--- src/hw/rtl/qph_pkg.sv ---
`default_nettype none

package qph_pkg;

  // Field and register widths
  localparam int KEY_W     = 31;
  localparam int MOD_W     = 31;
  localparam int USE_W     = 11;
  localparam int PROBE_W   = 4;
  localparam int FILL_W    = 11;
  localparam int ADDR_W    = 32;
  localparam int DIV_W     = 5;
  localparam int CFG_IDX_W = 1;
  localparam int CFG_DAT_W = 31;
  localparam int SLOT_W    = KEY_W + 1;

  // Configuration register indexes
  localparam logic [CFG_IDX_W-1:0] CFG_HASH_MODULUS = 1'd0;
  localparam logic [CFG_IDX_W-1:0] CFG_SLOTS_IN_USE = 1'd1;

  // Register reset values
  localparam logic [MOD_W-1:0] HASH_MODULUS_RST = 31'd101;
  localparam logic [USE_W-1:0] SLOTS_IN_USE_RST = 11'd125;

  // Operation codes
  localparam logic MODE_SEARCH = 1'b0;
  localparam logic MODE_INSERT = 1'b1;

  // Controller to datapath commands
  typedef struct packed {
    logic clr_step;
    logic load;
    logic div_step;
    logic probe_rd;
    logic eval;
    logic out_load;
  } cmd_t;

  // Datapath to controller status
  typedef struct packed {
    logic clr_last;
    logic div_last;
    logic probe_stop;
    logic eval_hit;
    logic out_busy;
  } sts_t;

endpackage

`default_nettype wire

--- src/hw/rtl/qph_ctrl.sv ---
`default_nettype none

module qph_ctrl (
  input  wire           clk,
  input  wire           rst,
  input  wire           s_tvalid,
  output logic          s_tready,
  input  qph_pkg::sts_t sts,
  output qph_pkg::cmd_t cmd
);

  import qph_pkg::*;

  localparam logic [2:0] ST_CLEAR = 3'd0;
  localparam logic [2:0] ST_IDLE  = 3'd1;
  localparam logic [2:0] ST_DIV   = 3'd2;
  localparam logic [2:0] ST_PROBE = 3'd3;
  localparam logic [2:0] ST_EVAL  = 3'd4;
  localparam logic [2:0] ST_DONE  = 3'd5;

  logic [2:0] state;
  logic [2:0] state_next;

  always_ff @(posedge clk) begin
    if (rst) begin
      state <= ST_CLEAR;
    end else begin
      state <= state_next;
    end
  end

  assign s_tready = (state == ST_IDLE);

  // Next state and command decode
  always_comb begin
    state_next = state;
    cmd        = '0;
    case (state)
      ST_CLEAR: begin
        cmd.clr_step = 1'b1;
        if (sts.clr_last) state_next = ST_IDLE;
      end
      ST_IDLE: begin
        if (s_tvalid) begin
          cmd.load   = 1'b1;
          state_next = ST_DIV;
        end
      end
      ST_DIV: begin
        cmd.div_step = 1'b1;
        if (sts.div_last) state_next = ST_PROBE;
      end
      ST_PROBE: begin
        if (sts.probe_stop) begin
          state_next = ST_DONE;
        end else begin
          cmd.probe_rd = 1'b1;
          state_next   = ST_EVAL;
        end
      end
      ST_EVAL: begin
        cmd.eval   = 1'b1;
        state_next = sts.eval_hit ? ST_DONE : ST_PROBE;
      end
      ST_DONE: begin
        if (!sts.out_busy) begin
          cmd.out_load = 1'b1;
          state_next   = ST_IDLE;
        end
      end
      default: begin
        state_next = ST_IDLE;
      end
    endcase
  end

endmodule

`default_nettype wire

--- config.mk ---
export PLATFORM = sky130hd
export DESIGN_NAME = qph_ctrl
export DESIGN_NICKNAME = d
export VERILOG_FILES = /design/src/hw/rtl/qph_pkg.sv /design/src/hw/rtl/qph_ctrl.sv
export SDC_FILE = /design/constraint.sdc
export NUM_CORES = 1
export LEC_CHECK = 0
export BUFFER_PORTS_ARGS = -buffer_cell sky130_fd_sc_hd__buf_2
export CORE_AREA = 2 2 39 41
export CTS_BUF_LIST = sky130_fd_sc_hd__clkbuf_4 sky130_fd_sc_hd__clkbuf_8
export DETAILED_ROUTE_END_ITERATION = 6
export DIE_AREA = 0 0 41 43
export SETUP_SLACK_MARGIN = 0.3
export SYNTH_ARGS = -nofsm -noshare
export SYNTH_HDL_FRONTEND = slang
export SYNTH_SLANG_ARGS = --single-unit
--- constraint.sdc ---
create_clock -name clk -period 1.3 [get_ports clk]
set_input_delay 0.26 -clock clk [delete_from_list [all_inputs] [get_ports clk]]
set_output_delay 0.26 -clock clk [all_outputs]
set_load 0.05 [all_outputs]
==> flow_summary.rst, run 1 <==
.. list-table::
   :header-rows: 1

   * - Metric
     - Value
   * - Startpoint of the worst setup timing path
     - state[1]
   * - Most used flip-flop cell after synthesis
     - dfxtp_1
   * - Top achievable clock speed
     - 729 MHz
   * - Clock root buffer
     - clkbuf_4
   * - Filler instances
     - 144
   * - Number of synthesized register bits
     - 3
   * - Slowest CP cell
     - dfxtp_4
   * - Total wire length after detailed routing
     - 795 microns
   * - Crit end category
     - output pin
   * - Synthesized net count
     - 41
   * - Slew @ Worst Pin
     - 0.244 ns
   * - Time the worst path needs with I/O delays and setup
     - 1.37 ns
   * - Hold-critical path depth
     - 2
   * - Final count of pins violating max slew
     - 0
   * - Synthesis-to-finish area growth
     - 100%
   * - Post-synth EDFFs
     - 0
   * - R2R setup slack
     - around 0.16 ns
   * - Largest buffer count on any clock path
     - 2
   * - Number of max-cap violations
     - 0
   * - Worst vdd ir
     - 0.000625 V
   * - Initial DRC Count
     - 0
   * - Number of cells on the worst reg-to-reg path
     - 4
   * - Hold buffers post-CTS
     - 0
   * - Floorplan Core Area
     - between 1000 and 1500 sq um
   * - Least setup slack across all paths after layout
     - -0.0712 ns
   * - FF-to-FF Start
     - state[1]
   * - Yosys warning total
     - 0
   * - Vias after detailed routing
     - approximately 320
   * - Number of sinks driven by the clock tree
     - 3
   * - Biggest area consumer among synthesized cells
     - dfxtp_1
   * - Length of the first detailed-routing pass in iterations
     - 1
   * - Final setup violating endpoints
     - 6
   * - Violations in the final reports
     - setup timing
   * - Vias per std cell
     - around 4.5
   * - Weighted congestion reported at the end of routability-driven placement
     - 0.689
   * - Post-synthesis cell area
     - 267 sq um
   * - Final cell utilization of the core
     - 0.386
   * - Post-DP HPWL
     - 571 microns
   * - Register with the most flip-flops
     - state
   * - Share of the cycle needed by the critical path after routing
     - 1.05
   * - Ranking of synthesized cells by area
     - dfxtp_1, nand2b_1, a311oi_2, buf_4, nor2_1
   * - CTS H-tree depth
     - 1
   * - Type of the worst setup path
     - reg2out
   * - Placement-stage cell area
     - around 400 sq um
   * - Worst Skew
     - 0.00354 ns
   * - Congestion Overflow GR
     - 0
   * - Count of unique library cells instantiated by Yosys
     - 20
   * - Global routing usage summed across all routing layers
     - 0.113
   * - Max-Slew Margin vs Limit
     - 0.836
   * - Die outline height
     - about 43 microns
   * - FP Rows
     - 14
   * - DR WL/cell
     - roughly 11 microns
   * - Leakage dissipation
     - 0.222 nW
   * - Min-delay worst type
     - in2reg
   * - Placed instance count
     - 65
   * - Final hold viol count
     - 0
   * - Largest stage delay, worst path
     - about 0.36 ns
   * - Power Dens Cells
     - about 1300 nW/um^2
   * - Proportion of synthesized chip area in sequential cells
     - 0.225
   * - Top Registers
     - state (3)
   * - Max FFs per register
     - 3
   * - Total non-filler cell area in the finished layout
     - 534 sq um
   * - Final nets
     - 64
   * - Layout Cells excl Fill
     - 71
   * - Antenna-violating nets left
     - 0
   * - Latest clock arrival within the worst-skew pair
     - 0.23 ns
   * - Effective utilization at floorplan
     - 0.193
   * - Combined area of the multi-input logic cells
     - 224 sq um
   * - Setup TNS after final layout
     - -0.315 ns
   * - Post-synth top area share
     - 0.225
   * - Ports placed on the boundary
     - 15
   * - Required time worst endpoint
     - 1.04 ns
   * - Worst Path Arrival
     - approximately 1.1 ns
   * - Largest net degree at the start of global routing
     - 9
   * - Outcome
     - complete, but fails checks
   * - Seq. cell area
     - 71.3 sq um
   * - TritonCTS clock tree
     - yes
   * - Via count of the first global-routing pass
     - ~300
   * - Setup repair after global routing missed its margin
     - true
   * - Async set-reset flop share out of synthesis
     - 0
   * - Overall die width
     - between 40 and 50 microns
   * - Fraction of layout cells with a size suffix above 1
     - 0.673
   * - Hold wc startpoint
     - rst
   * - Count of buffers from port buffering
     - 14
   * - Antenna violations before repair
     - 0
   * - Global-route wire length before repair
     - around 1300 microns
   * - CTS clk-pin slew, worst paths
     - 0.04 ns
   * - Number of inserted diodes
     - 0
   * - Gate count of the mapped netlist
     - 33
   * - Startpoint Class
     - flip-flop
   * - Avg Cell Area, Syn
     - 8.08 sq um
   * - Crit path cell chain
     - buf_6 -> nor3_4 -> buf_6
   * - Die area
     - 1760 sq um
   * - Top post-synthesis cells by count
     - nand2b_1, nor2_1, dfxtp_1
   * - Count leader, synth
     - nand2b_1
   * - Cts bufs inserted
     - 3
   * - Crit-path most repeated cell
     - buf_6
   * - Peak fanout along the critical path
     - 7
   * - # DRC
     - 0
## through the flow
stage	setup WS [ns]	hold WS (ns)	total power, mW
3_3_place_gp	0.0188	0.464	0.412
2_1_floorplan	-0.270	0.325	0.347
3_5_place_dp	0.0178	0.468	0.412
5_1_grt	-0.132	0.220	0.731
6_report	-0.0712	0.223	0.682
4_1_cts	-0.0844	0.212	0.690
## cell usage in the layout (no fill, tap or decap), types with 2 or more instances in the layout
master    n
nor3_4    2
nor2_1    3
clkbuf_4  4
buf_6     7
inv_1     2
buf_8     2
nand2b_1  4
buf_4     5
nand2_1   2
buf_2     7
dfxtp_4   3
## per-layer routing
| metal | GRT usage | vias to the layer above | share of wire |
|---|---|---|---|
| met5 | 0 | - | 0 |
| met1 | 0.128 | 151 | 0.40 |
| met4 | 0.0200 | 0 | 0 |
| li1 | - | 160 | - |
| met2 | 0.181 | 11 | 0.54 |
| met3 | 0.0628 | 0 | 0.063 |
## cell families after synthesis
logic type / synth area share
simple gates: 0.394
buf+inv: 0.127
flops: 0.225
compound gates: 0.216
mux: 0.0376
## final timing paths
| path | end |
|---|---|
| hold / removal | state[0] |
| setup / recovery | cmd[5] |
| setup reg to reg | state[1] |
| hold reg to reg | state[0] |
## final cells by class
| type | instances | area share |
|---|---|---|
| multi-input combinational | 25 | 0.419 |
| timing repair buffer | 21 | 0.340 |
| sequential | 3 | 0.133 |
| clock buffer | 4 | 0.0562 |
| tap | 16 | 0.0375 |
| inverter | 2 | 0.0141 |
## critical path: cells and delay by family, from the launching register on
family / cells / cell delay [ns]
AND/OR/NAND/NOR: 1 / 0.20
flip-flops: 1 / 0.36
buffers and inverters: 2 / 0.31
## report_power, final
group | leakage (nW) | switching, mW | internal, mW
Combinational | 0.177 | 0.193 | 0.173
Clock | 0.0184 | 0.0457 | 0.136
Sequential | 0.0267 | 0.0267 | 0.108
Total | 0.222 | 0.266 | 0.417
## what timing repair did
| action | 4_1_cts | 5_1_grt |
|---|---|---|
| gates resized for setup | 26 | 0 |
| endpoints found under the setup margin | 10 | 10 |
| pin swaps | 5 | 3 |
| gates cloned | 0 | 0 |
| setup buffers | 2 | 0 |
Note: power is estimated with default switching activity, not from simulation.
==> inputs of run 2 (changes only) <==
==> constraint.sdc (replaced) <==
create_clock -name clk -period 1.3 [get_ports clk]
set_input_delay 0.13 -clock clk [delete_from_list [all_inputs] [get_ports clk]]
set_output_delay 0.13 -clock clk [all_outputs]
set_load 0.05 [all_outputs]
==> flow_summary.rst, run 2 (synthesis results as in run 1) <==
.. list-table::
   :header-rows: 1

   * - Metric
     - Value
   * - TritonCTS clock tree
     - yes (unchanged)
   * - Outcome
     - finished, final reports clean (was complete, but fails checks)
   * - Max FFs per register
     - 3 (unchanged)
   * - Number of inserted diodes
     - 0 (unchanged)
   * - Leakage dissipation
     - 0.255 nW (was 0.222 nW)
   * - Total non-filler cell area in the finished layout
     - 612 sq um (was 534 sq um)
   * - Placement-stage cell area
     - 392 sq um (was 400 sq um)
   * - Worst Path Arrival
     - 1.15 ns (was 1.11 ns)
   * - Setup crit end
     - cmd[0] (was cmd[5])
   * - Slew @ Worst Pin
     - 0.233 ns (was 0.244 ns)
   * - Time the worst path needs with I/O delays and setup
     - 1.28 ns (was 1.37 ns)
   * - Logic pwr share
     - 0.560 (was 0.536)
   * - Clock root buffer
     - clkbuf_4 (unchanged)
   * - Crit end category
     - output pin (unchanged)
   * - Fraction of layout cells with a size suffix above 1
     - 0.807 (was 0.673)
   * - CTS H-tree depth
     - 1 (unchanged)
   * - Relative contribution of the clock network to total power
     - 0.249 (was 0.266)
   * - Power Dens Cells
     - 1250 nW/um^2 (was 1280 nW/um^2)
   * - Vias per std cell
     - 4.67 (was 4.54)
   * - Antenna-violating nets left
     - 0 (unchanged)
   * - Via count of the first global-routing pass
     - 331 (was 303)
   * - Startpoint of the worst setup timing path
     - state[1] (unchanged)
   * - Latest clock arrival within the worst-skew pair
     - 0.24 ns (was 0.23 ns)
   * - Total internal power
     - 0.458 mW (was 0.417 mW)
   * - Placed instance count
     - 63 (was 65)
   * - Min-delay worst type
     - in2reg (unchanged)
   * - Count of buffers from port buffering
     - 14 (unchanged)
   * - Register with the most flip-flops
     - state (unchanged)
   * - Slowest CP cell
     - dfxtp_4 (unchanged)
   * - Weighted congestion reported at the end of routability-driven placement
     - 0.797 (was 0.689)
   * - Psw
     - 0.308 mW (was 0.266 mW)
   * - Largest buffer count on any clock path
     - 2 (unchanged)
   * - Filler instances
     - 141 (was 144)
   * - Total wire length after detailed routing
     - 950 microns (was 795 microns)
   * - Minimum setup slack after placement
     - 0.0536 ns (was 0.0178 ns)
   * - Antenna violations before repair
     - 0 (unchanged)
   * - Congestion Overflow GR
     - 0 (unchanged)
   * - Share of the cycle needed by the critical path after routing
     - 0.986 (was 1.05)
   * - Hold-critical path depth
     - 2 (unchanged)
   * - DR WL/cell
     - 13.0 microns (was 11.2 microns)
   * - Final nets
     - 66 (was 64)
   * - Final cell utilization of the core
     - 0.442 (was 0.386)
   * - Crit path cell chain
     - nand2b_4 -> nor3b_4 -> buf_6 (was buf_6 -> nor3_4 -> buf_6)
   * - Effective utilization at floorplan
     - 0.193 (unchanged)
   * - Ports placed on the boundary
     - 15 (unchanged)
   * - Worst Skew
     - 0.000605 ns (was 0.00354 ns)
   * - Top Registers
     - state (3) (unchanged)
   * - Max-Slew Margin vs Limit
     - 0.843 (was 0.836)
   * - CTS clk-pin slew, worst paths
     - 0.04 ns (about the same)
   * - Cts bufs inserted
     - 3 (unchanged)
   * - Number of max-cap violations
     - 0 (unchanged)
   * - Peak fanout along the critical path
     - 8 (was 7)
   * - Most used cells in the layout excluding fill and tap cells
     - buf_2, buf_6, buf_4 (was buf_2, buf_6, buf_4, nand2b_1, clkbuf_4)
   * - Setup repair after global routing missed its margin
     - true (unchanged)
   * - Most common cell after layout, fill and taps aside
     - buf_2
   * - # DRC
     - 0 (unchanged)
   * - Global routing usage summed across all routing layers
     - 0.124 (was 0.113)
   * - FP Rows
     - 14 (unchanged)
   * - Final setup violating endpoints
     - 0 (was 6)
   * - Synthesis-to-finish area growth
     - 130% (was 100%)
   * - Die outline height
     - 43 microns (unchanged)
   * - Worst vdd ir
     - 0.000598 V (was 0.000625 V)
   * - Hold buffers post-CTS
     - 0 (unchanged)
   * - Part of the power in registers
     - 0.191 (was 0.198)
   * - Floorplan Core Area
     - 1380 sq um (unchanged)
   * - Layout Cells excl Fill
     - 73 (was 71)
   * - Smallest hold slack
     - 0.0952 ns (was 0.223 ns)
   * - Type of the worst setup path
     - reg2out (unchanged)
   * - R2R setup slack
     - 0.11 ns (was 0.16 ns)
   * - Final count of pins violating max slew
     - 0 (unchanged)
   * - Vias after detailed routing
     - 341 (was 322)
   * - Least setup slack across all paths after layout
     - 0.0178 ns (was -0.0712 ns)
   * - Largest net degree at the start of global routing
     - 9 (unchanged)
   * - Required time worst endpoint
     - 1.17 ns (was 1.04 ns)
   * - FF-to-FF Start
     - state[0] (was state[1])
   * - Largest stage delay, worst path
     - 0.38 ns (was 0.36 ns)
   * - Number of cells on the worst reg-to-reg path
     - 5 (was 4)
   * - Top achievable clock speed
     - 780 MHz (was 729 MHz)
   * - Destination of the worst register-to-register timing path
     - state[1] (unchanged)
   * - Startpoint Class
     - flip-flop (unchanged)
   * - Length of the first detailed-routing pass in iterations
     - 3 (was 1)
   * - Initial DRC Count
     - 6 (was 0)
   * - Global-route wire length before repair
     - 1410 microns (was 1300 microns)
   * - Number of sinks driven by the clock tree
     - 3 (unchanged)
   * - Die area
     - 1760 sq um (unchanged)
   * - Final hold viol count
     - 0 (unchanged)
   * - Overall die width
     - 41 microns (unchanged)
   * - Post-DP HPWL
     - 583 microns (was 571 microns)
   * - Switch share
     - 0.402 (was 0.389)
==> run 2: changes by cell type in the layout (fill, tap and decap cells not counted), sizes merged <==
cell	change
buf	+2
==> run 2: what timing repair did <==
item | in CTS | in global routing
resized for setup | 26 | 11
pin swaps | 3 | 1
endpoints found under the setup margin | 10 | 10
buffers inserted | 5 | 1
==> run 2: worst min path at each step <==
| stage | endpoint | slack [ns] | startpoint |
|---|---|---|---|
| 2_1_floorplan | state[0] | 0.19 | rst |
| 3_3_place_gp | state[0] | 0.33 | rst |
| 3_5_place_dp | state[0] | 0.33 | rst |
| 4_1_cts | state[2] | 0.08 | rst |
| 5_1_grt | state[2] | 0.11 | rst |
| 6_report | state[2] | 0.1 | rst |
==> run 2: worst max-delay path: cells and delay by family, from the launching register on <==
family,cells,cell delay [ns]
buf+inv,1,0.18
simple gates,2,0.36
flops,1,0.38
==> run 2: area by class of cell <==
class                      count  area [sq um]  share of cell area
multi-input combinational     25           275               0.450
timing repair buffer          23           208               0.339
sequential                     3          71.3               0.117
clock buffer                   4          30.0              0.0491
tap                           16          20.0              0.0327
inverter                       2          7.51              0.0123
==> run 2: layer usage <==
metal	wire length (microns)	GRT usage	vias to the layer above
met2	568	0.184	9
met1	351	0.138	165
li1	-	-	167
met5	0	0	-
met4	0	0.100	0
met3	30	0.0366	0
==> run 2: power groups by stage <==
stage	combinational [mW]	sequential, mW	clock (mW)
6_report	0.429	0.146	0.190
5_1_grt	0.451	0.149	0.200
4_1_cts	0.378	0.143	0.194
3_5_place_dp	0.267	0.141	0
3_3_place_gp	0.265	0.140	0
2_1_floorplan	0.246	0.111	0
==> run 2: stage by stage <==
| stage | TNS, ns | total power, mW |
|---|---|---|
| 6_report | 0 | 0.765 |
| 5_1_grt | -0.0421 | 0.801 |
| 4_1_cts | 0 | 0.715 |
| 3_5_place_dp | 0 | 0.408 |
| 3_3_place_gp | 0 | 0.406 |
| 2_1_floorplan | -0.420 | 0.357 |
