[src/hw/rtl/qph_pkg.sv]
`default_nettype none

package qph_pkg;

  // Field and register widths
  localparam int KEY_W     = 31;
  localparam int MOD_W     = 31;
  localparam int USE_W     = 11;
  localparam int PROBE_W   = 4;
  localparam int FILL_W    = 11;
  localparam int ADDR_W    = 32;
  localparam int DIV_W     = 5;
  localparam int CFG_IDX_W = 1;
  localparam int CFG_DAT_W = 31;
  localparam int SLOT_W    = KEY_W + 1;

  // Configuration register indexes
  localparam logic [CFG_IDX_W-1:0] CFG_HASH_MODULUS = 1'd0;
  localparam logic [CFG_IDX_W-1:0] CFG_SLOTS_IN_USE = 1'd1;

  // Register reset values
  localparam logic [MOD_W-1:0] HASH_MODULUS_RST = 31'd101;
  localparam logic [USE_W-1:0] SLOTS_IN_USE_RST = 11'd125;

  // Operation codes
  localparam logic MODE_SEARCH = 1'b0;
  localparam logic MODE_INSERT = 1'b1;

  // Controller to datapath commands
  typedef struct packed {
    logic clr_step;
    logic load;
    logic div_step;
    logic probe_rd;
    logic eval;
    logic out_load;
  } cmd_t;

  // Datapath to controller status
  typedef struct packed {
    logic clr_last;
    logic div_last;
    logic probe_stop;
    logic eval_hit;
    logic out_busy;
  } sts_t;

endpackage

`default_nettype wire

[src/hw/rtl/qph_dp.sv]
`default_nettype none

module qph_dp #(
  parameter int TABLE_SLOTS = 1024,
  parameter int MAX_PROBES  = 10
) (
  input  wire                                   clk,
  input  wire                                   rst,
  input  wire                                   cfg_we,
  input  wire [qph_pkg::CFG_IDX_W-1:0]          cfg_addr,
  input  wire [qph_pkg::CFG_DAT_W-1:0]          cfg_data,
  input  wire [31:0]                            s_tdata,
  input  wire [0:0]                             s_tuser,
  output logic                                  m_tvalid,
  input  wire                                   m_tready,
  output logic [15:0]                           m_tdata,
  output logic [0:0]                            m_tuser,
  input  qph_pkg::cmd_t                         cmd,
  output qph_pkg::sts_t                         sts,
  output logic                                  ram_we,
  output logic                                  ram_re,
  output logic [$clog2(TABLE_SLOTS)-1:0]        ram_addr,
  output logic [qph_pkg::SLOT_W-1:0]            ram_wdata,
  input  wire [qph_pkg::SLOT_W-1:0]             ram_rdata
);

  import qph_pkg::*;

  localparam int IDX_W = $clog2(TABLE_SLOTS);
  localparam int K_W   = $clog2(MAX_PROBES + 2);
  localparam int SQ_W  = 2 * K_W;
  localparam int OCC_W = $clog2(TABLE_SLOTS + 1);

  logic [MOD_W-1:0]  hash_modulus;
  logic [USE_W-1:0]  slots_in_use;
  logic [IDX_W-1:0]  clr_idx;
  logic [KEY_W-1:0]  key_r;
  logic              mode_r;
  logic [KEY_W-1:0]  rem;
  logic [DIV_W-1:0]  div_cnt;
  logic [ADDR_W-1:0] addr;
  logic [K_W-1:0]    k;
  logic [K_W-1:0]    hit;
  logic [OCC_W-1:0]  occupancy;

  logic [KEY_W:0]    trial;
  logic [KEY_W:0]    rem_next;
  logic [ADDR_W-1:0] lim;
  logic [SQ_W-1:0]   sq;
  logic              rd_valid;
  logic [KEY_W-1:0]  rd_key;
  logic              take;
  logic [ADDR_W-1:0] hit_ext;
  logic [ADDR_W-1:0] occ_ext;

  // Configuration registers
  always_ff @(posedge clk) begin
    if (rst) begin
      hash_modulus <= HASH_MODULUS_RST;
      slots_in_use <= SLOTS_IN_USE_RST;
    end else if (cfg_we) begin
      if (cfg_addr == CFG_HASH_MODULUS) hash_modulus <= cfg_data[MOD_W-1:0];
      if (cfg_addr == CFG_SLOTS_IN_USE) slots_in_use <= cfg_data[USE_W-1:0];
    end
  end

  // Restoring remainder, one key bit per cycle; a zero modulus leaves the key
  assign trial    = {rem, key_r[div_cnt]};
  assign rem_next = (trial >= {1'b0, hash_modulus}) ? trial - {1'b0, hash_modulus} : trial;

  // Usable range, capped at the table size
  always_comb begin
    if (ADDR_W'(slots_in_use) > ADDR_W'(TABLE_SLOTS)) begin
      lim = ADDR_W'(TABLE_SLOTS);
    end else begin
      lim = ADDR_W'(slots_in_use);
    end
  end

  assign sq = SQ_W'(k) * SQ_W'(k);

  // Slot word: valid bit on top of the key
  assign rd_valid = ram_rdata[KEY_W];
  assign rd_key   = ram_rdata[KEY_W-1:0];
  assign take     = (mode_r == MODE_INSERT) ? !rd_valid : (rd_valid && (rd_key == key_r));

  // Memory port
  always_comb begin
    ram_re    = cmd.probe_rd;
    ram_we    = cmd.clr_step || (cmd.eval && take && (mode_r == MODE_INSERT));
    ram_addr  = cmd.clr_step ? clr_idx : addr[IDX_W-1:0];
    ram_wdata = cmd.clr_step ? '0 : {1'b1, key_r};
  end

  // Status
  always_comb begin
    sts.clr_last   = (clr_idx == IDX_W'(TABLE_SLOTS - 1));
    sts.div_last   = (div_cnt == '0);
    sts.probe_stop = (k > K_W'(MAX_PROBES)) || (addr >= lim);
    sts.eval_hit   = take;
    sts.out_busy   = m_tvalid && !m_tready;
  end

  // Clearing sweep index
  always_ff @(posedge clk) begin
    if (rst) begin
      clr_idx <= '0;
    end else if (cmd.clr_step) begin
      clr_idx <= clr_idx + 1'b1;
    end
  end

  // Item registers and probe walk
  always_ff @(posedge clk) begin
    if (cmd.load) begin
      key_r   <= s_tdata[KEY_W-1:0];
      mode_r  <= s_tuser[0];
      rem     <= '0;
      div_cnt <= DIV_W'(KEY_W - 1);
    end
    if (cmd.div_step) begin
      rem     <= rem_next[KEY_W-1:0];
      div_cnt <= div_cnt - 1'b1;
      if (div_cnt == '0) begin
        addr <= ADDR_W'(rem_next);
        k    <= K_W'(1);
        hit  <= '0;
      end
    end
    if (cmd.eval) begin
      if (take) begin
        hit <= k;
      end else begin
        addr <= addr + ADDR_W'(sq);
        k    <= k + 1'b1;
      end
    end
  end

  // Fill count
  always_ff @(posedge clk) begin
    if (rst) begin
      occupancy <= '0;
    end else if (cmd.eval && take && (mode_r == MODE_INSERT)) begin
      occupancy <= occupancy + 1'b1;
    end
  end

  assign hit_ext = ADDR_W'(hit);
  assign occ_ext = ADDR_W'(occupancy);

  // Output register
  always_ff @(posedge clk) begin
    if (rst) begin
      m_tvalid <= 1'b0;
    end else if (cmd.out_load) begin
      m_tvalid <= 1'b1;
    end else if (m_tready) begin
      m_tvalid <= 1'b0;
    end
  end

  always_ff @(posedge clk) begin
    if (cmd.out_load) begin
      m_tuser[0] <= (hit != '0);
      m_tdata    <= {1'b0, occ_ext[FILL_W-1:0], hit_ext[PROBE_W-1:0]};
    end
  end

endmodule

`default_nettype wire

[config.mk]
export PLATFORM = sky130hd
export DESIGN_NAME = qph_dp
export DESIGN_NICKNAME = d
export VERILOG_FILES = /design/src/hw/rtl/qph_pkg.sv /design/src/hw/rtl/qph_dp.sv
export SDC_FILE = /design/constraint.sdc
export NUM_CORES = 1
export LEC_CHECK = 0
export BUFFER_PORTS_ARGS = -buffer_cell sky130_fd_sc_hd__buf_4
export CAP_MARGIN = 20
export CORE_MARGIN = 1
export CORE_UTILIZATION = 30
export DETAILED_ROUTE_END_ITERATION = 10
export MAX_ROUTING_LAYER = met4
export SETUP_SLACK_MARGIN = 0.5
export SLEW_MARGIN = 40
export SYNTH_ARGS = -nofsm -noshare
export SYNTH_HDL_FRONTEND = slang
export SYNTH_SLANG_ARGS = --single-unit
[constraint.sdc]
create_clock -name clk -period 5.1 [get_ports clk]
set_input_delay 0 -clock clk [delete_from_list [all_inputs] [get_ports clk]]
set_output_delay 0 -clock clk [all_outputs]
set_load 0.1 [all_outputs]
==> metrics.log, run 1 <==
INFO  metric crit_path_start_kind = flip-flop
INFO  metric rsz0062_at_grt = yes
INFO  metric launch_point_of_the_worst_hold_path = cmd[2]
INFO  metric slowest_delay = 0.50 ns
INFO  metric power.static_leakage = a little under 6 nW
INFO  metric async_flop_share = 0%
INFO  metric drt-pass1-iter-count = 5
INFO  metric cts_tree = done
INFO  metric grtUsageTotal = 17.8%
INFO  metric post-route-period-util = ~87%
INFO  metric synthCells = between 1000 and 1500
INFO  metric final_cell_area = 14500 um^2
INFO  metric crit_slowest_cell = mux4_2
INFO  metric count_of_flip_flops_with_a_built_in_enable_after_synthesis = 84
INFO  metric post_route_cells_drive_above_1_share = 19.7%
INFO  metric worst_ir_drop_vdd = ~0.25 mV
INFO  metric clk_latency = approximately 0.45 ns
INFO  metric critPathLaunch = div_cnt[0]$_SDFFCE_PN0P_
INFO  metric synth_xor_xnor_area_share = under 10%
INFO  metric maximum_fanout_along_the_worst_path = 5
INFO  metric die-height = 196 um
INFO  metric cts.htree.levels = 4
INFO  metric dominant_combinational_cell_family_by_area_after_synthesis = simple AND/OR/NAND/NOR gates
INFO  metric critical_path_required_time = 5.30 ns
INFO  metric post_synth_num_cell_types = 75
INFO  metric yosysTopAreaCell = edfxtp_1
INFO  metric vias_per_cell = 5.04
INFO  metric area.growth.synth_to_final = 28.0%
INFO  metric met3_track_demand_over_resource = 3.16%
INFO  metric sequential_area_share_after_synthesis = 40.7%
INFO  metric drt_iter0_drc = 748
INFO  metric synth-simple-area-share = between 20% and 30%
INFO  metric nFillCells = 3636
INFO  metric postLayoutSetupSlackWorst = 0.641 ns
INFO  metric drt-total-wl = 33300 um
INFO  metric worstReg2RegStart = div_cnt[0]$_SDFFCE_PN0P_
INFO  metric power.total = 7.63 mW
INFO  metric clock_path_buffers = 2
INFO  metric finalHoldWorstSlack = approximately 0.00022 ns
INFO  metric routability_congestion_estimate = 0.915
INFO  metric final_critical_path_time_including_i_o_delays_and_setup = 4.46 ns
INFO  metric synth-main-ff-cell = dfxtp_1
INFO  metric global_route.usage.met1 = 22.4%
INFO  metric final_hold_viol_count = 0
INFO  metric synth.ff_latch_count = 188
INFO  metric cp_top_family = multiplexers
INFO  metric synth_top_area_share = around 22%
INFO  metric synth-compound-area-share = 17.1%
INFO  metric clock_slew_at_reported_path_ffs = ~0.080 ns
INFO  metric vias_after_detailed_routing = roughly 10000
INFO  metric placementRows = 70
INFO  metric power-per-cell-area = around 530 nW/um^2
INFO  metric yosys_warnings = 0
INFO  metric wire_per_inst = 16.7 um
INFO  metric tightestPinTransition = 0.772 ns
INFO  metric vias_in_the_first_global_route = 9611
INFO  metric cap_violations = 0
INFO  metric crit_buf_inv = 4
INFO  metric finalClockSkew = 0.0120 ns
INFO  metric timing.final.setup_violations = 0
INFO  metric grt_antenna_before_repair = 0
INFO  metric port_buffers = about 170
INFO  metric r2r-end = rem[26]$_SDFFCE_PN0P_
INFO  metric dpl_cell_area = about 13000 um^2
INFO  metric synth_nets = between 1000 and 1500
INFO  metric avgSynthCellArea = 9.00 um^2
INFO  metric status = finished clean
INFO  metric postRouteAntennaNets = 0
INFO  metric grt_first_pass_wirelength = between 50000 and 60000 um
INFO  metric ios = 174
INFO  metric post_synth_fa_ha_maj_area_fraction = under 10%
INFO  metric timing.fmax = 224 MHz
INFO  metric clock-sinks = 188
INFO  metric r2r_cells = 17
INFO  metric die_area = 38500 um^2
INFO  metric hpwlAfterDp = 24400 um
INFO  metric place_worst_setup_slack = 0.0600 ns
INFO  metric global_route.usage.met2 = 29.1%
INFO  metric worst_ep_arrival_time = about 4.7 ns
INFO  metric critical_path_class = flip-flop to flip-flop
INFO  metric multiplexer_fraction_of_the_synthesized_cell_area = 4.32%
INFO  metric report.final.slew_viol_count = 0
INFO  metric layout.cells.most_common = buf_4
INFO  metric endpoint_class_of_the_critical_path = flip-flop
INFO  metric timing.hold.worst.class = input pin to primary output
INFO  metric antenna_cells = 0
INFO  metric worst_slew_margin_rel = between 40% and 50%
INFO  metric layout.cells.most_common_list = 188 x buf_4, 171 x nand2_1, 108 x a21oi_1
INFO  metric grt_max_degree = 68
INFO  metric drcViolationCount = 0
INFO  metric grt_busiest_layer = met2
INFO  metric cts_buffers = 17
INFO  metric post_synth_main_area_contributors = edfxtp_1 22%, dfxtp_1 18%, ha_1 6.7%
INFO  metric cts_root_buffer = clkbuf_16
INFO  metric finish.net_count = 1645
INFO  metric design.core.area = 36900 um^2
INFO  metric cp_cell_sequence = buf_6 -> mux4_2 -> mux4_2 -> mux2i_2 -> buf_4 -> ha_4 -> inv_2 -> fa_2 -> a211oi_4 -> o21ai_2 -> a21oi_2 -> nand2_2 -> a211oi_2 -> buf_4 -> mux2_4 -> a22oi_2 -> nor2_1
INFO  metric sink_of_the_worst_hold_path = ram_re
INFO  metric cell_area_synth = 11300 um^2
INFO  metric reg2reg_setup_slack = 0.64 ns
INFO  metric floorplan.initialDensity = between 30% and 40%
INFO  metric min_path_cells = 0
INFO  metric sum_neg_setup_slack = 0 ns
INFO  metric die_x = between 150 and 200 um
INFO  metric global_route.overflow_total = 0
final cells by class:
type / count / area, um^2 / area share, %
clock inverters: 14 / 143 / 0.985
flip-flops and latches: 188 / 4600 / 31.8
multi-input cells: 955 / 6310 / 43.6
clock buffers: 18 / 450 / 3.11
inverters: 50 / 189 / 1.31
repair buffers: 261 / 2150 / 14.9
well taps: 504 / 631 / 4.36
cell families after synthesis:
logic type,Yosys count
XOR/XNOR,74
buffers and inverters,114
other,1
AND/OR/NAND/NOR,480
flip-flops,188
adder cells (fa/ha/maj),65
multiplexers,36
AO/OA/AOI/OAI,299
registers in the layout, indices dropped and copies added (netlist names), 5 cells and up:
register	cells
addr	32
occupancy	11
slots_in_use	11
m_tdata	15
hash_modulus	31
clr_idx	10
key_r	31
div_cnt	5
rem	31
report_power, final:
part           switching (mW)  total (mW)  leakage [nW]  internal [mW]
Clock                   0.681        1.36         0.285          0.682
Sequential              0.251        2.14          1.71           1.89
Combinational            2.54        4.12          3.84           1.59
routing by layer:
layer	vias up	share of wire (%)
li1	4920	-
met1	4780	45
met2	293	48
met3	46	4.6
met4	0	2.0
met5	-	0
stage by stage:
step / util (%) / instances
after floorplan: - / 1257
after global placement: 35.2 / 1879
after detailed placement: 35.2 / 1879
after CTS: 38.8 / 1985
after global routing: 39.3 / 1990
final: 39.3 / 1990
synth_stat cells (8+ instances only):
cell type and n:
nand2_1 172, a21oi_1 109, dfxtp_1 104, nor2_1 98, edfxtp_1 84, ha_1 61
o21ai_0 61, xor2_1 49, inv_1 48, nand3_1 47, nor2b_1 42, clkbuf_1 32
xnor2_1 25, a21o_1 24, nand4_1 24, nor3_1 19, mux2i_1 15, nor4_1 15
and3_1 14, buf_2 13, o21a_1 13, and2_1 12, mux2_2 12, a211oi_1 10
mux4_2 9, a31oi_1 8, nand3b_1 8
timing repair:
action | in CTS | in global routing
buffers inserted | 5 | 5
endpoints found under the setup margin | 62 | 60
gates resized for setup | 3 | 26
hold endpoints to repair | 118 | 0
hold buffers | 69 | 0
pin swaps | 2 | 8
worst max path at each step:
stage / cells after the start / end
6_report: 17 / rem[26]$_SDFFCE_PN0P_
5_1_grt: 18 / addr[22]$_DFF_P_
4_1_cts: 17 / rem[22]$_SDFFCE_PN0P_
3_5_place_dp: 15 / rem[1]$_SDFFCE_PN0P_
3_3_place_gp: 15 / rem[1]$_SDFFCE_PN0P_
2_1_floorplan: 15 / rem[26]$_SDFFCE_PN0P_
Power figures use the tool's default switching activity.
==> inputs of run 2 (changes only) <==
--- a/config.mk
+++ b/config.mk
@@ -7,10 +7,13 @@
 export LEC_CHECK = 0
 export BUFFER_PORTS_ARGS = -buffer_cell sky130_fd_sc_hd__buf_4
 export CAP_MARGIN = 20
+export CELL_PAD_IN_SITES_DETAIL_PLACEMENT = 0
+export CELL_PAD_IN_SITES_GLOBAL_PLACEMENT = 1
 export CORE_MARGIN = 1
 export CORE_UTILIZATION = 30
 export DETAILED_ROUTE_END_ITERATION = 10
 export MAX_ROUTING_LAYER = met4
+export PLACE_DENSITY_LB_ADDON = 0.1
 export SETUP_SLACK_MARGIN = 0.5
 export SLEW_MARGIN = 40
 export SYNTH_ARGS = -nofsm -noshare
==> run 2 against run 1 <==
  * First-iteration DRC count decreased by 41%
  * Critical path type unchanged
  * Cell count increased by 0.20%
  * Via count decreased by 3.2%
  * Maximum frequency decreased by 0.36%
  * Critical endpoint is now rem[20]$_SDFFCE_PN0P_
==> metrics.log, run 2 (same netlist as run 1, synthesis figures left out) <==
INFO  metric clock_slew_at_reported_path_ffs = 0.08 ns (about the same)
INFO  metric sum_neg_setup_slack = 0 ns (unchanged)
INFO  metric global_route.overflow_total = 0 (unchanged)
INFO  metric power-per-cell-area = 543 nW/um^2 (+3.1%)
INFO  metric power_frac_comb = 55.8% (+1.7 points)
INFO  metric pwr-share-clk = 17.3% (-0.6 points)
INFO  metric port_buffers = 169 (unchanged)
INFO  metric dpl_cell_area = 13000 um^2 (+0.15%)
INFO  metric seqCellArea = 4600 um^2 (unchanged)
INFO  metric largest-register = addr
INFO  metric power.total = 7.93 mW (+4.0%)
INFO  metric worst_ir_drop_vdd = 0.279 mV (+14%)
INFO  metric critical_path_class = flip-flop to flip-flop
INFO  metric die_area = 38500 um^2 (unchanged)
INFO  metric final_cell_area = 14600 um^2 (+0.89%)
INFO  metric wire_per_inst = 17.8 um (+6.4%)
INFO  metric endpoint_class_of_the_critical_path = flip-flop
INFO  metric floorplan.initialDensity = 30.7% (unchanged)
INFO  metric postRouteAntennaNets = 0 (unchanged)
INFO  metric vias_per_cell = 4.88 (-3.4%)
INFO  metric largest_reg_flops = 32 (unchanged)
INFO  metric die_x = 196 um (unchanged)
INFO  metric layout.cells.most_common = buf_4
INFO  metric design.core.area = 36900 um^2 (unchanged)
INFO  metric report.final.slew_viol_count = 0 (unchanged)
INFO  metric clock-sinks = 188 (unchanged)
INFO  metric area.growth.synth_to_final = 29.1%
INFO  metric clk_latency = 0.46 ns (about the same)
INFO  metric cts.htree.levels = 4 (unchanged)
INFO  metric p_int = 4.25 mW (+2.2%)
INFO  metric drt_iter0_drc = 443 (-41%)
INFO  metric post_route_cells_drive_above_1_share = 20.1% (+0.35 points)
INFO  metric grt_first_pass_wirelength = 55300 um (+5.8%)
INFO  metric dr_wl_met3 = 1330 um (-14%)
INFO  metric ios = 174 (unchanged)
INFO  metric finish.net_count = 1649 (+0.24%)
INFO  metric grtUsageTotal = 19.3% (+1.5 points)
INFO  metric postLayoutSetupSlackWorst = 0.625 ns (-0.0159 ns)
INFO  metric status = finished clean
INFO  metric finalClockSkew = 0.0159 ns (+0.00389 ns)
INFO  metric worst_ep_arrival_time = 4.67 ns (about the same)
INFO  metric wl_met2 = 16500 um (+2.9%)
INFO  metric grt_antenna_before_repair = 0 (unchanged)
INFO  metric layout.cells.most_common_list = 188 x buf_4, 171 x nand2_1, 104 x a21oi_1, 104 x dfxtp_1, 98 x nor2_1
INFO  metric maximum_fanout_along_the_worst_path = 19 (+14)
INFO  metric seq_power_share = 26.9% (-1.2 points)
INFO  metric final_critical_path_time_including_i_o_delays_and_setup = 4.48 ns (+0.0159 ns)
INFO  metric timing.final.setup_violations = 0 (unchanged)
INFO  metric met1_length = 17100 um (+13%)
INFO  metric cts_tree = done
INFO  metric rsz0062_at_grt = yes
INFO  metric drt-total-wl = 35500 um (+6.6%)
INFO  metric dr.max_layer_used = met4
INFO  metric drcViolationCount = 0 (unchanged)
INFO  metric cts_buffers = 17 (unchanged)
INFO  metric crit_path_start_kind = flip-flop
INFO  metric cts_root_buffer = clkbuf_16
INFO  metric antenna_cells = 0 (unchanged)
INFO  metric final_hold_viol_count = 0 (unchanged)
INFO  metric grt_max_degree = 68 (unchanged)
INFO  metric tightestPinTransition = 0.766 ns (-0.00552 ns)
INFO  metric timing.hold.worst.class = input pin to primary output
INFO  metric drt-pass1-iter-count = 4 (-1)
INFO  metric hpwlAfterDp = 26200 um (+7.1%)
INFO  metric routability_congestion_estimate = 0.822 (-10%)
INFO  metric worst_slew_margin_rel = 48.9% (+0.56 points)
INFO  metric net_switching_power = 3.69 mW (+6.2%)
INFO  metric placementRows = 70 (unchanged)
INFO  metric clock_path_buffers = 2 (unchanged)
INFO  metric timing.fmax = 223 MHz (-0.36%)
INFO  metric cap_violations = 0 (unchanged)
INFO  metric power.static_leakage = 5.87 nW (+0.63%)
INFO  metric power.share.switching = 46.5% (+0.95 points)
INFO  metric vias_after_detailed_routing = 9721 (-3.2%)
INFO  metric post-route-period-util = 87.8% (+0.31 points)
INFO  metric nFillCells = 3753 (+3.2%)
INFO  metric critical_path_required_time = 5.29 ns (about the same)
INFO  metric multi_input_combinational_cell_area = 6370 um^2 (+1.0%)
INFO  metric place_worst_setup_slack = 0.390 ns (+0.330 ns)
INFO  metric vias_in_the_first_global_route = 9786 (+1.8%)
INFO  metric die-height = 196 um (unchanged)
==> run 2: cell type report <==
type / instances / area share (%)
multi-input combinational: 955 / 43.6
clock inverter: 15 / 1.19
sequential: 188 / 31.5
clock buffer: 17 / 2.91
timing repair buffer: 265 / 15.1
inverter: 50 / 1.29
tap: 504 / 4.32
==> run 2: repair_timing <==
| item | in CTS | in global routing |
|---|---|---|
| resized for setup | 18 | 24 |
| gates cloned | 0 | 1 |
| hold endpoints to repair | 131 | 0 |
| setup endpoints to repair | 23 | 57 |
| buffers inserted | 1 | 5 |
| hold buffers | 73 | 0 |
| pin swaps | 3 | 10 |
==> run 2: power by group through the flow <==
stage	clock network (mW)	registers, mW	logic, mW
floorplan	0	2.14	2.85
global placement	0	2.16	3.94
detailed placement	0	2.15	3.95
CTS	1.42	2.13	4.20
global route	1.48	2.17	4.83
finish	1.37	2.13	4.42
==> run 2: routing by layer <==
metal	track usage [%]	up-vias
met2	30.4	179
met5	-	-
met1	25.0	4572
met4	5.56	0
li1	-	4933
met3	3.80	37
==> run 2: worst paths after layout <==
path                            cells past startpoint                           end  slack, ns                         start
worst min register to register                      2  hash_modulus[7]$_SDFFE_PP0P_       0.46  hash_modulus[7]$_SDFFE_PP0P_
worst max register to register                     17         rem[20]$_SDFFCE_PN0P_       0.62      div_cnt[0]$_SDFFCE_PN0P_
worst min-delay path                                0                        ram_re     0.0002                        cmd[2]
worst max-delay path                               17         rem[20]$_SDFFCE_PN0P_       0.62      div_cnt[0]$_SDFFCE_PN0P_
==> run 2: worst max-delay path: stages, from the launching register on <==
cell and delay, ns:
edfxtp_1 0.45, buf_8 0.16, mux4_2 0.51, mux4_2 0.48
mux2i_1 0.16, buf_4 0.17, ha_4 0.13, inv_2 0.04
fa_2 0.44, a211oi_4 0.26, o21ai_1 0.11, a21oi_2 0.26
a31oi_4 0.15, o31a_1 0.31, buf_8 0.20, mux2i_1 0.17
buf_4 0.16, nor2_1 0.04
==> run 2: per-stage QoR <==
stage / util (%) / hold slack, ns / std cells
finish: 39.6 / 0.000217 / 1994
global route: 39.6 / 0.000558 / 1994
CTS: 39.2 / 0.000681 / 1988
detailed placement: 35.3 / 0.000681 / 1882
global placement: 35.3 / 0.000681 / 1882
floorplan: - / 0.0989 / 1257
==> inputs of run 3 (changes only) <==
--- a/config.mk
+++ b/config.mk
@@ -11,9 +11,11 @@
 export CELL_PAD_IN_SITES_GLOBAL_PLACEMENT = 1
 export CORE_MARGIN = 1
 export CORE_UTILIZATION = 30
+export CTS_BUF_LIST = sky130_fd_sc_hd__clkbuf_4
 export DETAILED_ROUTE_END_ITERATION = 10
 export MAX_ROUTING_LAYER = met4
 export PLACE_DENSITY_LB_ADDON = 0.1
+export REMOVE_ABC_BUFFERS = 1
 export SETUP_SLACK_MARGIN = 0.5
 export SLEW_MARGIN = 40
 export SYNTH_ARGS = -nofsm -noshare
==> run 3 against run 2 <==
  * Hold slack about the same
  * Highest routed layer unchanged
  * Largest cell class unchanged
  * Flip-flop and latch count unchanged
  * Cell count up 1.6%
==> metrics.log, run 3 (same netlist as run 1, synthesis figures left out) <==
INFO  metric die_x = 196 um (unchanged)
INFO  metric cp_top_family = multiplexers
INFO  metric global_route.overflow_total = 0 (unchanged)
INFO  metric power.total = 7.32 mW (-7.7%)
INFO  metric wire_per_inst = 17.4 um (-2.2%)
INFO  metric finish.net_count = 1679 (+1.8%)
INFO  metric vias_after_detailed_routing = 9940 (+2.3%)
INFO  metric crit_buf_inv = 6 (+1)
INFO  metric clock-sinks = 188 (unchanged)
INFO  metric largest-register = addr
INFO  metric net_switching_power = 3.47 mW (-5.8%)
INFO  metric floorplan.initialDensity = 30.7% (unchanged)
INFO  metric port_buffers = 169 (unchanged)
INFO  metric grt_antenna_before_repair = 1 (+1)
INFO  metric area.growth.synth_to_final = 28.2%
INFO  metric cp_cell_sequence = buf_6 -> buf_16 -> mux4_2 -> mux4_2 -> mux2i_1 -> buf_4 -> ha_4 -> inv_2 -> fa_2 -> a211oi_4 -> o21ai_2 -> a21oi_2 -> buf_6 -> nand2_2 -> a211oi_4 -> mux2_4 -> a22oi_2 -> buf_4 -> nor2_2
INFO  metric drcViolationCount = 0 (unchanged)
INFO  metric p_int = 3.85 mW (-9.3%)
INFO  metric timing.fmax = 228 MHz (+2.2%)
INFO  metric post_route_cells_drive_above_1_share = 19.7% (-0.33 points)
INFO  metric pwr-share-clk = 11.4% (-5.9 points)
INFO  metric cap_violations = 0 (unchanged)
INFO  metric grtUsageTotal = 19.0% (-0.29 points)
INFO  metric slowest_delay = 0.49 ns (-0.02 ns)
INFO  metric report.final.slew_viol_count = 0 (unchanged)
INFO  metric maximum_fanout_along_the_worst_path = 3 (-16)
INFO  metric tightestPinTransition = 0.780 ns (+0.0138 ns)
INFO  metric post-route-period-util = 85.9% (-1.9 points)
INFO  metric placementRows = 70 (unchanged)
INFO  metric layout.cells.most_common_list = 193 x buf_4, 171 x nand2_1, 107 x a21oi_1
INFO  metric die-height = 196 um (unchanged)
INFO  metric power-per-cell-area = 505 nW/um^2 (-7.0%)
INFO  metric clock_path_buffers = 2 (unchanged)
INFO  metric rsz0062_at_grt = yes
INFO  metric final_cell_area = 14500 um^2 (-0.74%)
INFO  metric finalClockSkew = 0.0307 ns (+0.0148 ns)
INFO  metric drt-total-wl = 35200 um (-0.63%)
INFO  metric layout.cells.most_common = buf_4
INFO  metric final_hold_viol_count = 0 (unchanged)
INFO  metric clk_latency = 0.66 ns (+0.20 ns)
INFO  metric seq_power_share = 29.1% (+2.2 points)
INFO  metric drt_iter0_drc = 452 (+2.0%)
INFO  metric critical_path_required_time = 5.49 ns (+0.20 ns)
INFO  metric power_frac_comb = 59.5% (+3.7 points)
INFO  metric clock_slew_at_reported_path_ffs = 0.18 ns (+0.10 ns)
INFO  metric sum_neg_setup_slack = 0 ns (unchanged)
INFO  metric dpl_cell_area = 13100 um^2 (+0.43%)
INFO  metric crit_slowest_cell = edfxtp_1
INFO  metric vias_per_cell = 4.91 (+0.69%)
INFO  metric grt_first_pass_wirelength = 55200 um (-0.12%)
INFO  metric vias_in_the_first_global_route = 9850 (+0.65%)
INFO  metric timing.hold.worst.class = input pin to primary output
INFO  metric largest_reg_flops = 32 (unchanged)
INFO  metric final_critical_path_time_including_i_o_delays_and_setup = 4.38 ns (-0.0951 ns)
INFO  metric routability_congestion_estimate = 0.831 (+1.1%)
INFO  metric postRouteAntennaNets = 0 (unchanged)
INFO  metric ios = 174 (unchanged)
INFO  metric postLayoutSetupSlackWorst = 0.720 ns (+0.0951 ns)
INFO  metric worst_ep_arrival_time = 4.78 ns (+0.11 ns)
INFO  metric place_worst_setup_slack = 0.364 ns (-0.0263 ns)
INFO  metric die_area = 38500 um^2 (unchanged)
INFO  metric worst_slew_margin_rel = 48.0% (-0.92 points)
INFO  metric hpwlAfterDp = 25500 um (-2.7%)
INFO  metric worst_ir_drop_vdd = 0.227 mV (-19%)
INFO  metric cts_tree = done
INFO  metric crit_path_start_kind = flip-flop
INFO  metric cts_buffers = 17 (unchanged)
INFO  metric grt_max_degree = 68 (unchanged)
INFO  metric critical_path_class = flip-flop to flip-flop
INFO  metric cts_root_buffer = clkbuf_4
INFO  metric design.core.area = 36900 um^2 (unchanged)
INFO  metric endpoint_class_of_the_critical_path = flip-flop
INFO  metric cts.htree.levels = 4 (unchanged)
INFO  metric status = finished clean
INFO  metric power.share.switching = 47.4% (+0.94 points)
INFO  metric power.static_leakage = 5.87 nW (about the same)
INFO  metric timing.final.setup_violations = 0 (unchanged)
INFO  metric drt-pass1-iter-count = 5 (+1)
-- run 3: cell types whose count changed in the layout (fill, tap and decap cells not counted), moves of 3 or more --
cell / previous run / this run
a21oi_1: 104 / 107
a21oi_2: 6 / 3
buf_12: 0 / 3
buf_4: 188 / 193
clkbuf_16: 18 / 0
clkbuf_4: 0 / 18
clkinv_8: 5 / 0
dlygate4sd3_1: 73 / 95
mux2i_1: 8 / 11
mux2i_4: 5 / 0
-- run 3: worst register-to-register path, cell delays in order (launching register included) --
cell      delay (ns)
edfxtp_1        0.49
buf_6           0.16
buf_16          0.12
mux4_2          0.40
mux4_2          0.47
mux2i_1         0.17
buf_4           0.17
ha_4            0.13
inv_2           0.03
fa_2            0.36
a211oi_4        0.24
o21ai_2         0.10
a21oi_2         0.14
buf_6           0.13
nand2_2         0.07
a211oi_4        0.29
mux2_4          0.34
a22oi_2         0.14
buf_4           0.15
nor2_2          0.03
-- run 3: path summary, 6_finish.rpt --
kind,from,endpoint,slack [ns],cells after the start
max,div_cnt[0]$_SDFFCE_PN0P_,rem[26]$_SDFFCE_PN0P_,0.72,19
min,cmd[2],ram_re,0.0002,0
max reg2reg,div_cnt[0]$_SDFFCE_PN0P_,rem[26]$_SDFFCE_PN0P_,0.72,19
min reg2reg,hash_modulus[28]$_SDFFE_PP0P_,hash_modulus[28]$_SDFFE_PP0P_,0.47,2
-- run 3: timing repair --
action / in CTS / in global routing
endpoints found under the hold margin: 163 / 0
setup buffers: 9 / 3
hold buffers: 95 / 0
endpoints found under the setup margin: 28 / 53
resized for setup: 14 / 13
pin swaps: 9 / 8
gates cloned: 1 / 0
-- run 3: metrics by stage --
step | hold WS [ns] | util (%) | std cells
floorplan | 0 | - | 1193
global placement | 0.000681 | 35.4 | 1884
detailed placement | 0.000681 | 35.4 | 1884
CTS | 0.000681 | 39.1 | 2021
global route | 0.000569 | 39.3 | 2025
finish | 0.000217 | 39.3 | 2025
-- run 3: cell type report --
class / count / area (um^2)
fillers: 3765 / 22400
multi-input cells: 955 / 6290
flip-flops and latches: 188 / 4600
repair buffers: 295 / 2520
well taps: 504 / 631
inverters: 50 / 189
clock buffers: 18 / 135
clock inverters: 14 / 119
diodes: 1 / 2.50
-- run 3: power by group through the flow --
| stage | Sequential (mW) | Clock (mW) | Combinational [mW] |
|---|---|---|---|
| 2_1_floorplan | 2.15 | 0 | 2.68 |
| 3_3_place_gp | 2.17 | 0 | 4.03 |
| 3_5_place_dp | 2.16 | 0 | 4.02 |
| 4_1_cts | 2.13 | 0.880 | 4.25 |
| 5_1_grt | 2.17 | 0.935 | 4.77 |
| 6_report | 2.13 | 0.833 | 4.36 |
-- run 3: metal layers --
layer / GRT usage [%] / share of wire [%] / up-vias
met1: 25.3 / 49 / 4736
met2: 30.1 / 46 / 184
li1: - / - / 4998
met4: 3.79 / 0.95 / 0
met5: - / 0 / -
met3: 3.61 / 4.1 / 22
